`config.mk`:
```
export PLATFORM = sky130hd
export DESIGN_NAME = gated_running_mean_with_reset
export DESIGN_NICKNAME = d
export VERILOG_FILES = /design/src/hdl/grmr_pkg.sv /design/src/hdl/gated_running_mean_with_reset.sv
export SDC_FILE = /design/constraint.sdc
export NUM_CORES = 1
export LEC_CHECK = 0
export ABC_AREA = 1
export BUFFER_PORTS_ARGS = -buffer_cell sky130_fd_sc_hd__buf_2
export CORE_ASPECT_RATIO = 0.9
export CORE_MARGIN = 2
export CORE_UTILIZATION = 63
export CTS_BUF_LIST = sky130_fd_sc_hd__clkbuf_4
export DETAILED_ROUTE_END_ITERATION = 12
export GPL_TIMING_DRIVEN = 1
export PLACE_DENSITY_LB_ADDON = 0.2
export SLEW_MARGIN = 20
export SYNTH_ARGS = -nofsm -noshare
export SYNTH_HDL_FRONTEND = slang
export SYNTH_SLANG_ARGS = --single-unit
```
`constraint.sdc`:
```
create_clock -name clk_i -period 3.79 [get_ports clk_i]
set_input_delay 0.379 -clock clk_i [delete_from_list [all_inputs] [get_ports clk_i]]
set_output_delay 0.379 -clock clk_i [all_outputs]
set_load 0.03 [all_outputs]
```
`src/hdl/grmr_pkg.sv`:
```
// Package for the gated running mean block.
// Holds parameter defaults, port widths and configuration register decode.
// No dependencies.
package grmr_pkg;

  // Parameter defaults
  localparam int unsigned SAMPLE_BITS_DEF = 32;
  localparam int unsigned COUNT_BITS_DEF  = 20;

  // Fixed field widths on the stream ports
  localparam int unsigned SAMPLE_W      = 32;
  localparam int unsigned LEVEL_W       = 16;
  localparam int unsigned IN_TDATA_W    = SAMPLE_W + LEVEL_W;
  localparam int unsigned IN_TUSER_W    = 1;
  localparam int unsigned MEAN_W        = 32;
  localparam int unsigned OUT_TDATA_W   = MEAN_W;
  localparam int unsigned OUT_TUSER_W   = 2;

  // Configuration port
  localparam int unsigned CFG_ADDR_W    = 3;
  localparam int unsigned CFG_DATA_W    = 32;
  // Register index sits at paddr[2]; the low two bits are not decoded
  localparam logic        REG_USE_COND  = 1'b0;
  localparam logic        USE_COND_RST  = 1'b1;

endpackage

```
`src/hdl/gated_running_mean_with_reset.sv`:
```
// Gated running mean with restart on a rising reset channel: top level.
// Accumulates gated samples and divides sum by count with a bit-serial divider.
// Depends on grmr_pkg.
//
// Each input transaction passes through the PREP, DIV and OUT states, with DIV
//   skipped when the count is zero; SUM_W = min(SAMPLE_BITS, 32) + COUNT_BITS.
// A new transaction is accepted only in the idle state, after the previous
//   result is handed on; the restoring divider retires one quotient bit per cycle.
// Reset (rst_ni low, asynchronous): sum, count, previous level and primed flag
//   clear, use_condition returns to 1, both stream sides go idle.
module gated_running_mean_with_reset #(
  parameter int unsigned SAMPLE_BITS = grmr_pkg::SAMPLE_BITS_DEF,
  parameter int unsigned COUNT_BITS  = grmr_pkg::COUNT_BITS_DEF
) (
  input  logic                               clk_i,
  input  logic                               rst_ni,
  // Input stream
  input  logic                               s_axis_tvalid_i,
  output logic                               s_axis_tready_o,
  // tdata: [31:0] sample (Q16.16), [47:32] reset_level
  input  logic [grmr_pkg::IN_TDATA_W-1:0]    s_axis_tdata_i,
  // tuser: [0] condition
  input  logic [grmr_pkg::IN_TUSER_W-1:0]    s_axis_tuser_i,
  // Result stream
  output logic                               m_axis_tvalid_o,
  input  logic                               m_axis_tready_i,
  // tdata: [31:0] mean (Q16.16)
  output logic [grmr_pkg::OUT_TDATA_W-1:0]   m_axis_tdata_o,
  // tuser: [0] empty_res, [1] restarted
  output logic [grmr_pkg::OUT_TUSER_W-1:0]   m_axis_tuser_o,
  // Configuration port
  input  logic                               psel,
  input  logic                               penable,
  input  logic                               pwrite,
  input  logic [grmr_pkg::CFG_ADDR_W-1:0]    paddr,
  input  logic [grmr_pkg::CFG_DATA_W-1:0]    pwdata,
  output logic [grmr_pkg::CFG_DATA_W-1:0]    prdata,
  output logic                               pready
);
  import grmr_pkg::*;

  // Effective sample width and accumulator width
  localparam int unsigned SW     = (SAMPLE_BITS < 32) ? SAMPLE_BITS : 32;
  localparam int unsigned SUM_W  = SW + COUNT_BITS;
  // Quotient view wide enough to test against 2^31
  localparam int unsigned QW     = (SUM_W > 33) ? SUM_W : 33;
  localparam int unsigned STEP_W = $clog2(SUM_W + 1);

  // Sequencer codes
  localparam logic [1:0] ST_IDLE = 2'd0;  // wait for an input transaction
  localparam logic [1:0] ST_PREP = 2'd1;  // take magnitude of the sum
  localparam logic [1:0] ST_DIV  = 2'd2;  // one quotient bit per cycle
  localparam logic [1:0] ST_OUT  = 2'd3;  // hand result to the output register

  logic [1:0]             state_q, state_d;

  // Accumulator state
  logic                   primed_q, primed_d;
  logic signed [LEVEL_W-1:0] prev_q, prev_d;
  logic signed [SUM_W-1:0]   sum_q, sum_d;
  logic [COUNT_BITS-1:0]  cnt_q, cnt_d;
  logic                   rose_q, rose_d;
  logic                   use_cond_q;

  // Divider datapath
  logic [SUM_W-1:0]       quo_q, quo_d;
  logic [COUNT_BITS-1:0]  rem_q, rem_d;
  logic [STEP_W-1:0]      step_q, step_d;
  logic                   neg_q, neg_d;

  // Output register
  logic                   m_valid_q, m_valid_d;
  logic [MEAN_W-1:0]      mean_q, mean_d;
  logic                   empty_q, empty_d;
  logic                   rest_q, rest_d;

  // -------------------------------------------------------------------------
  // Configuration: single register, write on the access phase
  // -------------------------------------------------------------------------
  logic cfg_wr;
  assign pready = 1'b1;
  assign cfg_wr = psel && penable && pwrite && pready && (paddr[2] == REG_USE_COND);
  assign prdata = (paddr[2] == REG_USE_COND) ? CFG_DATA_W'(use_cond_q) : '0;

  always_ff @(posedge clk_i or negedge rst_ni) begin
    if (!rst_ni) begin
      use_cond_q <= USE_COND_RST;
    end else if (cfg_wr) begin
      use_cond_q <= pwdata[0];
    end
  end

  // -------------------------------------------------------------------------
  // Input decode
  // -------------------------------------------------------------------------
  logic                      s_fire;
  logic signed [LEVEL_W-1:0] level;
  logic signed [SUM_W-1:0]   sample_ext;
  logic                      cond;
  logic                      qualifies;
  logic                      cnt_full;

  assign s_axis_tready_o = (state_q == ST_IDLE);
  assign s_fire     = s_axis_tvalid_i && s_axis_tready_o;
  assign level      = s_axis_tdata_i[SAMPLE_W +: LEVEL_W];
  // Keep the low SW bits of the sample and sign extend them
  assign sample_ext = {{COUNT_BITS{s_axis_tdata_i[SW-1]}}, s_axis_tdata_i[SW-1:0]};
  assign cond       = s_axis_tuser_i[0];
  assign cnt_full   = &cnt_q;
  assign qualifies  = (!use_cond_q || cond) && !cnt_full;

  // -------------------------------------------------------------------------
  // Divider step: restoring, MSB of the dividend shifts into the remainder
  // -------------------------------------------------------------------------
  logic [COUNT_BITS:0]   rem_sh;
  logic [COUNT_BITS:0]   rem_diff;
  logic                  q_bit;

  assign rem_sh   = {rem_q, quo_q[SUM_W-1]};
  assign rem_diff = rem_sh - {1'b0, cnt_q};
  assign q_bit    = (rem_sh >= {1'b0, cnt_q});

  // -------------------------------------------------------------------------
  // Sign and saturation of the final quotient
  // -------------------------------------------------------------------------
  logic [QW-1:0]      q_ext;
  logic               pos_ovf;
  logic               neg_ovf;
  logic [MEAN_W-1:0]  mean_fix;

  assign q_ext   = QW'(quo_q);
  assign pos_ovf = |q_ext[QW-1:31];
  assign neg_ovf = (|q_ext[QW-1:32]) || (q_ext[31] && (|q_ext[30:0]));

  always_comb begin
    if (neg_q) begin
      mean_fix = neg_ovf ? {1'b1, {(MEAN_W-1){1'b0}}} : (~q_ext[MEAN_W-1:0] + 1'b1);
    end else begin
      mean_fix = pos_ovf ? {1'b0, {(MEAN_W-1){1'b1}}} : q_ext[MEAN_W-1:0];
    end
  end

  // -------------------------------------------------------------------------
  // Sequencer and accumulator
  // -------------------------------------------------------------------------
  logic out_free;
  assign out_free = !m_valid_q || m_axis_tready_i;

  always_comb begin
    state_d   = state_q;
    primed_d  = primed_q;
    prev_d    = prev_q;
    sum_d     = sum_q;
    cnt_d     = cnt_q;
    rose_d    = rose_q;
    quo_d     = quo_q;
    rem_d     = rem_q;
    step_d    = step_q;
    neg_d     = neg_q;
    m_valid_d = m_valid_q && !m_axis_tready_i;
    mean_d    = mean_q;
    empty_d   = empty_q;
    rest_d    = rest_q;

    case (state_q)
      ST_IDLE: begin
        if (s_fire) begin
          rose_d  = 1'b0;
          prev_d  = level;
          if (!primed_q) begin
            // First transaction only primes the previous level
            primed_d = 1'b1;
          end else if (level > prev_q) begin
            // Rising level: restart and drop this sample
            rose_d = 1'b1;
            sum_d  = '0;
            cnt_d  = '0;
          end else if (qualifies) begin
            sum_d = sum_q + sample_ext;
            cnt_d = cnt_q + 1'b1;
          end
          state_d = ST_PREP;
        end
      end
      ST_PREP: begin
        // Load magnitude of the sum; sum is zero whenever count is zero
        neg_d  = sum_q[SUM_W-1];
        quo_d  = sum_q[SUM_W-1] ? SUM_W'(-sum_q) : SUM_W'(sum_q);
        rem_d  = '0;
        step_d = STEP_W'(SUM_W);
        state_d = (cnt_q == '0) ? ST_OUT : ST_DIV;
      end
      ST_DIV: begin
        quo_d  = {quo_q[SUM_W-2:0], q_bit};
        rem_d  = q_bit ? rem_diff[COUNT_BITS-1:0] : rem_sh[COUNT_BITS-1:0];
        step_d = step_q - 1'b1;
        if (step_q == STEP_W'(1)) begin
          state_d = ST_OUT;
        end
      end
      ST_OUT: begin
        // Hold until the output register can take the result
        if (out_free) begin
          m_valid_d = 1'b1;
          empty_d   = (cnt_q == '0);
          mean_d    = (cnt_q == '0) ? '0 : mean_fix;
          rest_d    = rose_q;
          state_d   = ST_IDLE;
        end
      end
      default: begin
        state_d = ST_IDLE;
      end
    endcase
  end

  always_ff @(posedge clk_i or negedge rst_ni) begin
    if (!rst_ni) begin
      state_q   <= ST_IDLE;
      primed_q  <= 1'b0;
      prev_q    <= '0;
      sum_q     <= '0;
      cnt_q     <= '0;
      rose_q    <= 1'b0;
      m_valid_q <= 1'b0;
    end else begin
      state_q   <= state_d;
      primed_q  <= primed_d;
      prev_q    <= prev_d;
      sum_q     <= sum_d;
      cnt_q     <= cnt_d;
      rose_q    <= rose_d;
      m_valid_q <= m_valid_d;
    end
  end

  // Datapath registers: no reset needed
  always_ff @(posedge clk_i) begin
    quo_q   <= quo_d;
    rem_q   <= rem_d;
    step_q  <= step_d;
    neg_q   <= neg_d;
    mean_q  <= mean_d;
    empty_q <= empty_d;
    rest_q  <= rest_d;
  end

  assign m_axis_tvalid_o = m_valid_q;
  assign m_axis_tdata_o  = mean_q;
  assign m_axis_tuser_o  = {rest_q, empty_q};

  // -------------------------------------------------------------------------
  // Assertions
  // -------------------------------------------------------------------------
  // Remainder stays below the divisor throughout the division
  a_rem_bound: assert property (@(posedge clk_i) disable iff (!rst_ni)
    (state_q == ST_DIV) |-> ({1'b0, rem_q} < {1'b0, cnt_q}))
    else $error("divider remainder not below divisor");

  // Count never drops except on a restart
  a_cnt_mono: assert property (@(posedge clk_i) disable iff (!rst_ni)
    (s_fire && !(primed_q && (level > prev_q))) |=> (cnt_q >= $past(cnt_q)))
    else $error("sample count dropped without restart");

  // An empty result always carries a zero mean
  a_empty_zero: assert property (@(posedge clk_i) disable iff (!rst_ni)
    (m_valid_q && empty_q) |-> (mean_q == '0))
    else $error("empty result with nonzero mean");

  // Sum is zero whenever the count is zero
  a_sum_zero: assert property (@(posedge clk_i) disable iff (!rst_ni)
    (cnt_q == '0) |-> (sum_q == '0))
    else $error("nonzero sum with zero count");

endmodule
```
* After elaboration in Yosys (flattened, before gate mapping)
Index checks and enable logic that the tools add are counted. W data, S select, Z words.
Word-level totals: flip-flop bits (word level) 207, output and inout bits 69, logic and storage cells 80
Cells by class: add/subtract/negate cells 6, order comparisons 2, eq/ne operators 7, muxes and demuxes 22, bitwise gates (word level) 2, reductions and logical operators 26
Operator list (number):
- $mux W52 | 3
- $pmux W52 S2 | 1
- $mux W32 | 3
- $mux W20 | 3
- $add A52 B32 Y52 | 1
- $neg A52 Y52 | 1
- $pmux W20 S2 | 1
- $add A32 B1 Y32 const B | 1
- $not A32 Y32 | 1
- $reduce_or A31 Y1 | 1
- $ge A21 B20 Y1 | 1
- $reduce_or A21 Y1 | 1
- $add A20 B1 Y20 const B | 1
- $logic_not A20 Y1 | 1
- $reduce_and A20 Y1 | 1
- $reduce_or A20 Y1 | 1
- $sub A20 B20 Y20 | 1
- $gt A16 B16 Y1 | 1
- $pmux W6 S2 | 1
- $pmux W2 S4 | 1
- $logic_and A1 B1 Y1 | 7
- $eq A6 B1 Y1 const B | 1
- $mux W1 | 6
- $mux W2 | 3
- 13 further kinds | 22

* Depth between registers and ports, before layout
Gate-level depths: netlist of the first run.
depth after elaboration 5, depth in mapped cells 16, depth with buffers taken out 16

* Worst setup path before layout of the first run
OpenSTA, ideal clock, no wires.
path type reg-to-reg, from reg state_q[0], to reg quo_q[0] (netlist: q_ext[0]), enable pin, library setup time 0.436 ns, data arrival time 2.265 ns, required time 3.354 ns, setup slack 1.089 ns, stages on the path, launching flop included 3, clock period less this slack 2.701 ns, cells stage by stage dfrtp_1 inv_1 ha_1
Between the ends: word-level cells in the longest chain between the ends 2, elaborated cells between the ends (all ways) 3
Ends and longest elaborated chain:
- start, declared | RTL line gated_running_mean_with_reset.sv:55 | logic [1:0] state_q, state_d;
- start signal, assigned | RTL line gated_running_mean_with_reset.sv:227 | state_q <= state_d;
- $eq A2 B2 Y1 / $eq A2 B1 Y1 (equally long branches) | RTL line gated_running_mean_with_reset.sv:165 | case (state_q)
- $reduce_bool A2 Y1 (no line) (*)
- end signal, assigned | RTL line gated_running_mean_with_reset.sv:239 | quo_q <= quo_d;
- end, declared | RTL line gated_running_mean_with_reset.sv:66 | logic [SUM_W-1:0] quo_q, quo_d;
Mark *: on every way between the ends. The rest lies on a longest branch, timed or not. A chain may end at the register's enable or synchronous reset.

* Worst setup path in the final report of the first run
from reg cnt_q[0], to reg cnt_q[2]
Between the ends: word-level cells in the longest chain between the ends 5, elaborated cells between the ends (all ways) 8
Ends and longest elaborated chain:
- start, declared | RTL line gated_running_mean_with_reset.sv:61 | logic [COUNT_BITS-1:0] cnt_q, cnt_d;
- start signal, assigned | RTL line gated_running_mean_with_reset.sv:231 | cnt_q <= cnt_d;
- parallel branches: the longest is 5 deep, another holds $add A20 B1 Y20
Parallel ways; which one is timed is not known. The select of a mux whose other input is x is not followed.

==> results of run 1 <==
[repair_timing]
item	in CTS	in global routing
hold endpoints to repair	85	0
hold buffers	22	0
gates resized for setup	0	0
[cell families (layout without fill, tap and decap cells)]
family                     Yosys count  in the layout  synth area share
xor gates and xnor gates            72             72           0.03484
other                                2             33         0.0004149
buffers and inverters              497            636            0.1152
DFF                                207            207            0.3175
and+or+nand+nor                   1520           1520            0.3573
AOI/OAI and AO/OA                  336            336            0.1055
adders and majority gates           99             99           0.06926
[registers in the layout, indices dropped and copies added (netlist names), 2 cells and up]
name,count
q_ext,52
step_q,6
state_q,2
sum_q,52
m_axis_tdata_o,32
cnt_q,20
rem_q,20
prev_q,16
[cell type report]
| class | instances | area share |
|---|---|---|
| Timing Repair Buffer | 129 | 0.04090 |
| Multi-Input combinational cell | 2059 | 0.5299 |
| Tap cell | 360 | 0.02294 |
| Sequential cell | 207 | 0.2927 |
| Inverter | 406 | 0.07760 |
| Clock inverter | 27 | 0.007518 |
| Clock buffer | 74 | 0.02829 |
| Antenna cell | 1 | 0.0001274 |
[final timing paths]
kind	startpoint	end	slack [ps]	cells after the start
setup reg to reg	cnt_q[0]	cnt_q[2]	620	11
hold / removal	s_axis_tdata_i[1]	sum_q[1]	50	4
min in group asynchronous	rst_ni	prev_q[10]	300	2
hold reg to reg	rose_q	rest_q	460	0
setup / recovery	cnt_q[0]	cnt_q[2]	620	11
max in group asynchronous	rst_ni	cnt_q[10]	2570	3
[where the power goes]
group | internal [µW] | switching, µW
Sequential | 3990 | 975
Combinational | 3400 | 7880
Clock | 989 | 1040
Total | 8390 | 9890
[synth_stat cells (3+ instances only)]
cell type / number / share of area
nand4_2: 3 / 0.0021
inv_2: 5 / 0.0010
o21ai_1: 8 / 0.0022
xnor2_1: 10 / 0.0048
buf_1: 4 / 0.00083
o21ai_0: 138 / 0.038
o211ai_1: 7 / 0.0029
buf_2: 8 / 0.0022
inv_1: 399 / 0.083
ha_1: 97 / 0.067
a21o_1: 12 / 0.0050
nand4_1: 53 / 0.018
a21boi_0: 3 / 0.0012
buf_6: 10 / 0.0062
a21oi_1: 117 / 0.032
nor2_1: 301 / 0.062
edfxtp_1: 113 / 0.19
o21bai_1: 6 / 0.0025
nand2_1: 823 / 0.17
o21ai_2: 31 / 0.015
xor2_1: 62 / 0.030
o21a_1: 4 / 0.0017
nand3_1: 237 / 0.066
or2_2: 8 / 0.0028
nor2_2: 10 / 0.0035
nor3_1: 27 / 0.0075
nand3b_1: 19 / 0.0079
and2_1: 5 / 0.0017
dfrtp_1: 93 / 0.13
or2_0: 5 / 0.0017
a31oi_1: 3 / 0.0010
nor4_1: 9 / 0.0031
nand3_2: 4 / 0.0022
nor3b_1: 3 / 0.0012
clkbuf_1: 33 / 0.0068
buf_4: 36 / 0.015
[worst max-delay path, delay by kind of cell (launching register included)]
family / cells / cell delay (ps)
adder cells (fa/ha/maj): 1 / 280
AND/OR/NAND/NOR: 8 / 1710
buffers and inverters: 1 / 120
AO/OA/AOI/OAI: 1 / 380
flip-flops: 1 / 490
[metal layers]
metal  routed length [µm]  vias to the layer above  track usage
met1                23540                     8567       0.5041
met2                24380                     1038       0.5811
met5                    0                        -            0
met4                 2017                        0       0.1433
li1                     -                     9038            -
met3                 6056                      166      0.08004
[through the flow]
step                total power [µW]  std cells  setup WS, ps  instance area [µm²]
global placement               15510       3139         925.3                18710
finish                         18280       3263         616.7                19640
CTS                            17930       3262         709.8                19640
global route                   19690       3263         464.3                19640
detailed placement             15840       3139         737.5                18710
floorplan                      12770       2763          1089                18210
==> results.ini, run 1 <==
[outcome]
outcome = completed

[cts]
postCtsSetupRepairBufs = 0
path_clk_slew_ps = 70
htree_levels = 2
numCtsBuffers = 54
worstSkewPairLatency_ps = 760
root_buffer = clkbuf_4
clock_path_buffers = 3
cts_sinks = 207
tritoncts = built

[placement]
io_buffers = 94
place_congestion = 1.003
dp_hpwl_mm = 42.86

[routing]
wl_per_cell_um = 17.16
drtIter0Drc = 2124
vias_per_cell = 5.764
dr.pass1.iters = 6
ant_nets = 0
drc = 0
drt_wl_total_mm = 56.00
vias = 18810

[timing]
skew_ps = 51.27
worst_slew_pin_slew_ps = 1067
tns_ps = 0
period_share = 0.8373
drv_slew = 0
fin_crit_ps = 3173
setup_viol = 0
relSlewSlack = 0.2870
rsz0062_at_grt = false
whs_ps = 49.97
finalHoldViolCount = 0
fmax_mhz = 315.1

[grt]
grt_pass1_vias = 17330
grt_usage = 0.3706
antenna_found_initial = 1
grt_pass1_wl_mm = 88.02
overflow = 0
grt_max_degree = 80

[floorplanning]
fp.dieH_um = 164.8
rows = 58
die-area_um2 = 30110
initial_core_util = 0.6445
fp.coreArea_um2 = 28080
fp.dieW_um = 182.7
io_pins = 160

[synth]
ys.flop_type = edfxtp_1
synth_edf_count = 113
syn_area_per_cell_um2 = 6.623
yosysWarnings = 0
ys_types = 55
ys_seq_area_frac = 0.3175
syn_inst = 2733
netlist_area_um2 = 18100
ys_ff_latch = 207
async_flop_share = 0.4541

[final_layout]
final_cell_mix = nand2_1, inv_1, nor2_1
final_common_cell = nand2_1
multi_input_area_um2 = 10410
drive_gt1_frac = 0.09304
nFillCells = 2495
fin_util = 0.6993
fin_nets = 3047
area_growth_pct = 8.495
regArea_um2 = 5748

[setup_path]
critical_path_class = flip-flop to flip-flop
path_max_fanout = 45
worstPathArrival_ps = 3790
cp_slowest_cell = dfrtp_1
path_cells = ha_1 > nand3_2 > nor2_2 > nand4_2 > nor2_2 > nand2_1 > nand2_1 > inv_2 > nand2_4 > nand2_4 > o21ai_0
cp.required_ps = 4410
cp-start-kind = flip-flop
slowest_delay_ps = 490
end_kind = flip-flop

[power_and_ir_drop]
leakage_uw = 0.01010
p_per_area_nw_per_um2 = 930.6
peakVddDrop_mv = 0.6918

[flow_run]
maxCapViolations = 0

[min_path]
min_path_type = input pin to flip-flop

No activity file was read; power rests on OpenSTA's default activity.
==> run 2, diff against run 1 <==
- CORE_UTILIZATION: 63 -> 57
- clock period: 3.79 -> 2.79 ns (I/O delays scaled with it)
==> results.ini, run 2 (synthesized netlist as in run 1, its figures left out) <==
[final_layout]
final_cell_mix = nand2_1, inv_1, nor2_1
nFillCells = 2980  ; +19%
drive_gt1_frac = 0.1069  ; +0.01389
fin_nets = 3091  ; +1.4%
area_growth_pct = 11.14
final_common_cell = nand2_1

[grt]
grt_usage = 0.3454  ; -0.02517
grt_pass1_vias = 17370  ; +0.28%
antenna_found_initial = 2  ; +1
grt_max_degree = 73  ; -8.8%
grt_pass1_wl_mm = 90.41  ; +2.7%
overflow = 0  ; unchanged

[setup_path]
path_cells = ha_1 > nand2_1 > nor2_1 > nand3_1 > nand3_1 > nand2_1 > nand2_1 > nand2_1 > nand3_1 > nand2_1 > nand3_1 > nand2_1
critical_path_buf_inv_count = 0  ; -1
cp-start-kind = flip-flop
critical_path_class = flip-flop to flip-flop
path_delay_family = simple AND/OR/NAND/NOR gates
worst_path_most_repeated_cell = nand2_1
worstPathArrival_ps = 3230  ; -560 ps
cp.required_ps = 3400  ; -1010 ps
cp_slowest_cell = dfrtp_1
end_kind = flip-flop
path_max_fanout = 6  ; -87%
slowest_delay_ps = 470  ; -20 ps

[cts]
cts_resized = 0  ; unchanged
hold_buffers = 24  ; +9.1%
postCtsSetupRepairBufs = 0  ; unchanged
root_buffer = clkbuf_4
clock_path_buffers = 3  ; unchanged
worstSkewPairLatency_ps = 750  ; about the same
tritoncts = built
path_clk_slew_ps = 70  ; about the same
numCtsBuffers = 57  ; +5.6%
htree_levels = 2  ; unchanged
cts_sinks = 207  ; unchanged

[timing]
fin_crit_ps = 2620  ; -553.3 ps
tns_ps = 0  ; unchanged
drv_slew = 0  ; unchanged
period_share = 0.9391  ; +0.1018
skew_ps = 40.04  ; -11.23 ps
worst_slew_pin_slew_ps = 828.7  ; -238.3 ps
relSlewSlack = 0.4475  ; +0.1605
finalHoldViolCount = 0  ; unchanged
fmax_mhz = 381.7  ; +21%
setup_viol = 0  ; unchanged
rsz0062_at_grt = false
whs_ps = 84.24  ; +34.27 ps

[floorplanning]
fp.dieH_um = 173.1  ; +5.0%
initial_core_util = 0.5827  ; -0.06181
rows = 61  ; +5.2%
die-area_um2 = 33200  ; +10%
fp.coreArea_um2 = 31060  ; +11%
fp.dieW_um = 191.8  ; +5.0%
io_pins = 160  ; unchanged

[outcome]
outcome = completed

[routing]
drtIter0Drc = 1677  ; -21%
vias_per_cell = 5.537  ; -4.0%
drt_wl_total_mm = 56.99  ; +1.8%
drc = 0  ; unchanged
vias = 18590  ; -1.2%
wl_per_cell_um = 16.97  ; -1.1%
dr.pass1.iters = 6  ; unchanged
ant_nets = 0  ; unchanged

[power_and_ir_drop]
netSwitchingPower_uw = 13450  ; +36%
clockPowerShare = 0.111  ; about the same
p_int_uw = 11850  ; +41%
combPwrFrac = 0.624  ; +0.007
p_per_area_nw_per_um2 = 1258  ; +35%
switching_share = 0.5316  ; -0.009558
total_power_uw = 25300  ; +38%
seqPwrFrac = 0.264  ; -0.008
leakage_uw = 0.01035  ; +2.4%
peakVddDrop_mv = 1.350  ; +95%

[placement]
dp_hpwl_mm = 44.88  ; +4.7%
place_congestion = 0.9740  ; -2.9%
io_buffers = 94  ; unchanged

[min_path]
min_path_type = input pin to flip-flop

[flow_run]
maxCapViolations = 0  ; unchanged

==> run 2: changes by cell type in the layout (fill, tap and decap cells not counted), sizes merged <==
cell | before | now
inv | 406 | 405
diode | 1 | 3
dlygate4sd3 | 22 | 24
clkbuf | 74 | 81
clkinv | 25 | 22
buf | 107 | 146
==> run 2: layout make-up <==
cell class	count	area, µm²	share of cell area
clock buffers	81	608.1	0.03023
repair buffers	170	1179	0.05859
inverters	406	1524	0.07576
well taps	409	511.7	0.02544
flip-flops and latches	207	5748	0.2857
multi-input cells	2059	10410	0.5174
diodes	3	7.507	0.0003732
clock inverters	23	131.4	0.006531
==> run 2: through the flow <==
stage | area (µm²) | util | std cells | setup slack (ps)
after floorplan | 18210 | - | 2763 | 89.09
after global placement | 19130 | 0.6158 | 3227 | 271.1
after detailed placement | 19130 | 0.6158 | 3227 | 267.7
after CTS | 20110 | 0.6474 | 3355 | 263.3
after global routing | 20120 | 0.6476 | 3358 | 9.877
final | 20120 | 0.6476 | 3358 | 170.0
==> run 2: final timing paths <==
path	start	to	slack [ps]	depth (start not counted)
setup / recovery	sum_q[7]	sum_q[49]	170	12
hold / removal	s_axis_tdata_i[12]	sum_q[12]	80	5
setup reg to reg	sum_q[7]	sum_q[49]	170	12
hold reg to reg	primed_q	primed_q	460	2
max in group asynchronous	rst_ni	cnt_q[19]	1760	3
min in group asynchronous	rst_ni	sum_q[4]	190	2
==> run 2: routing by layer <==
metal / share of wire / vias up / wire (µm) / track usage
li1: - / 9140 / - / -
met1: 0.44 / 8558 / 25080 / 0.4803
met4: 0.025 / 2 / 1401 / 0.09744
met2: 0.44 / 782 / 24820 / 0.5329
met5: 0.00032 / - / 18 / 0
met3: 0.10 / 110 / 5671 / 0.08626
==> run 2: power groups by stage <==
stage	registers [µW]	logic [µW]	clock network [µW]
global route	6830	17600	3050
finish	6680	15800	2820
floorplan	6730	10500	0
CTS	6650	15500	2890
detailed placement	6700	15400	0
global placement	6660	15100	0
==> run 2: worst reg2reg max path, stage by stage (launching register included) <==
cell and delay [ps]:
dfrtp_1 470, ha_1 400, nand2_1 160, nor2_1 200, nand3_1 90, nand3_1 300, nand2_1 100, nand2_1 240
nand2_1 180, nand3_1 110, nand2_1 60, nand3_1 140, nand2_1 60
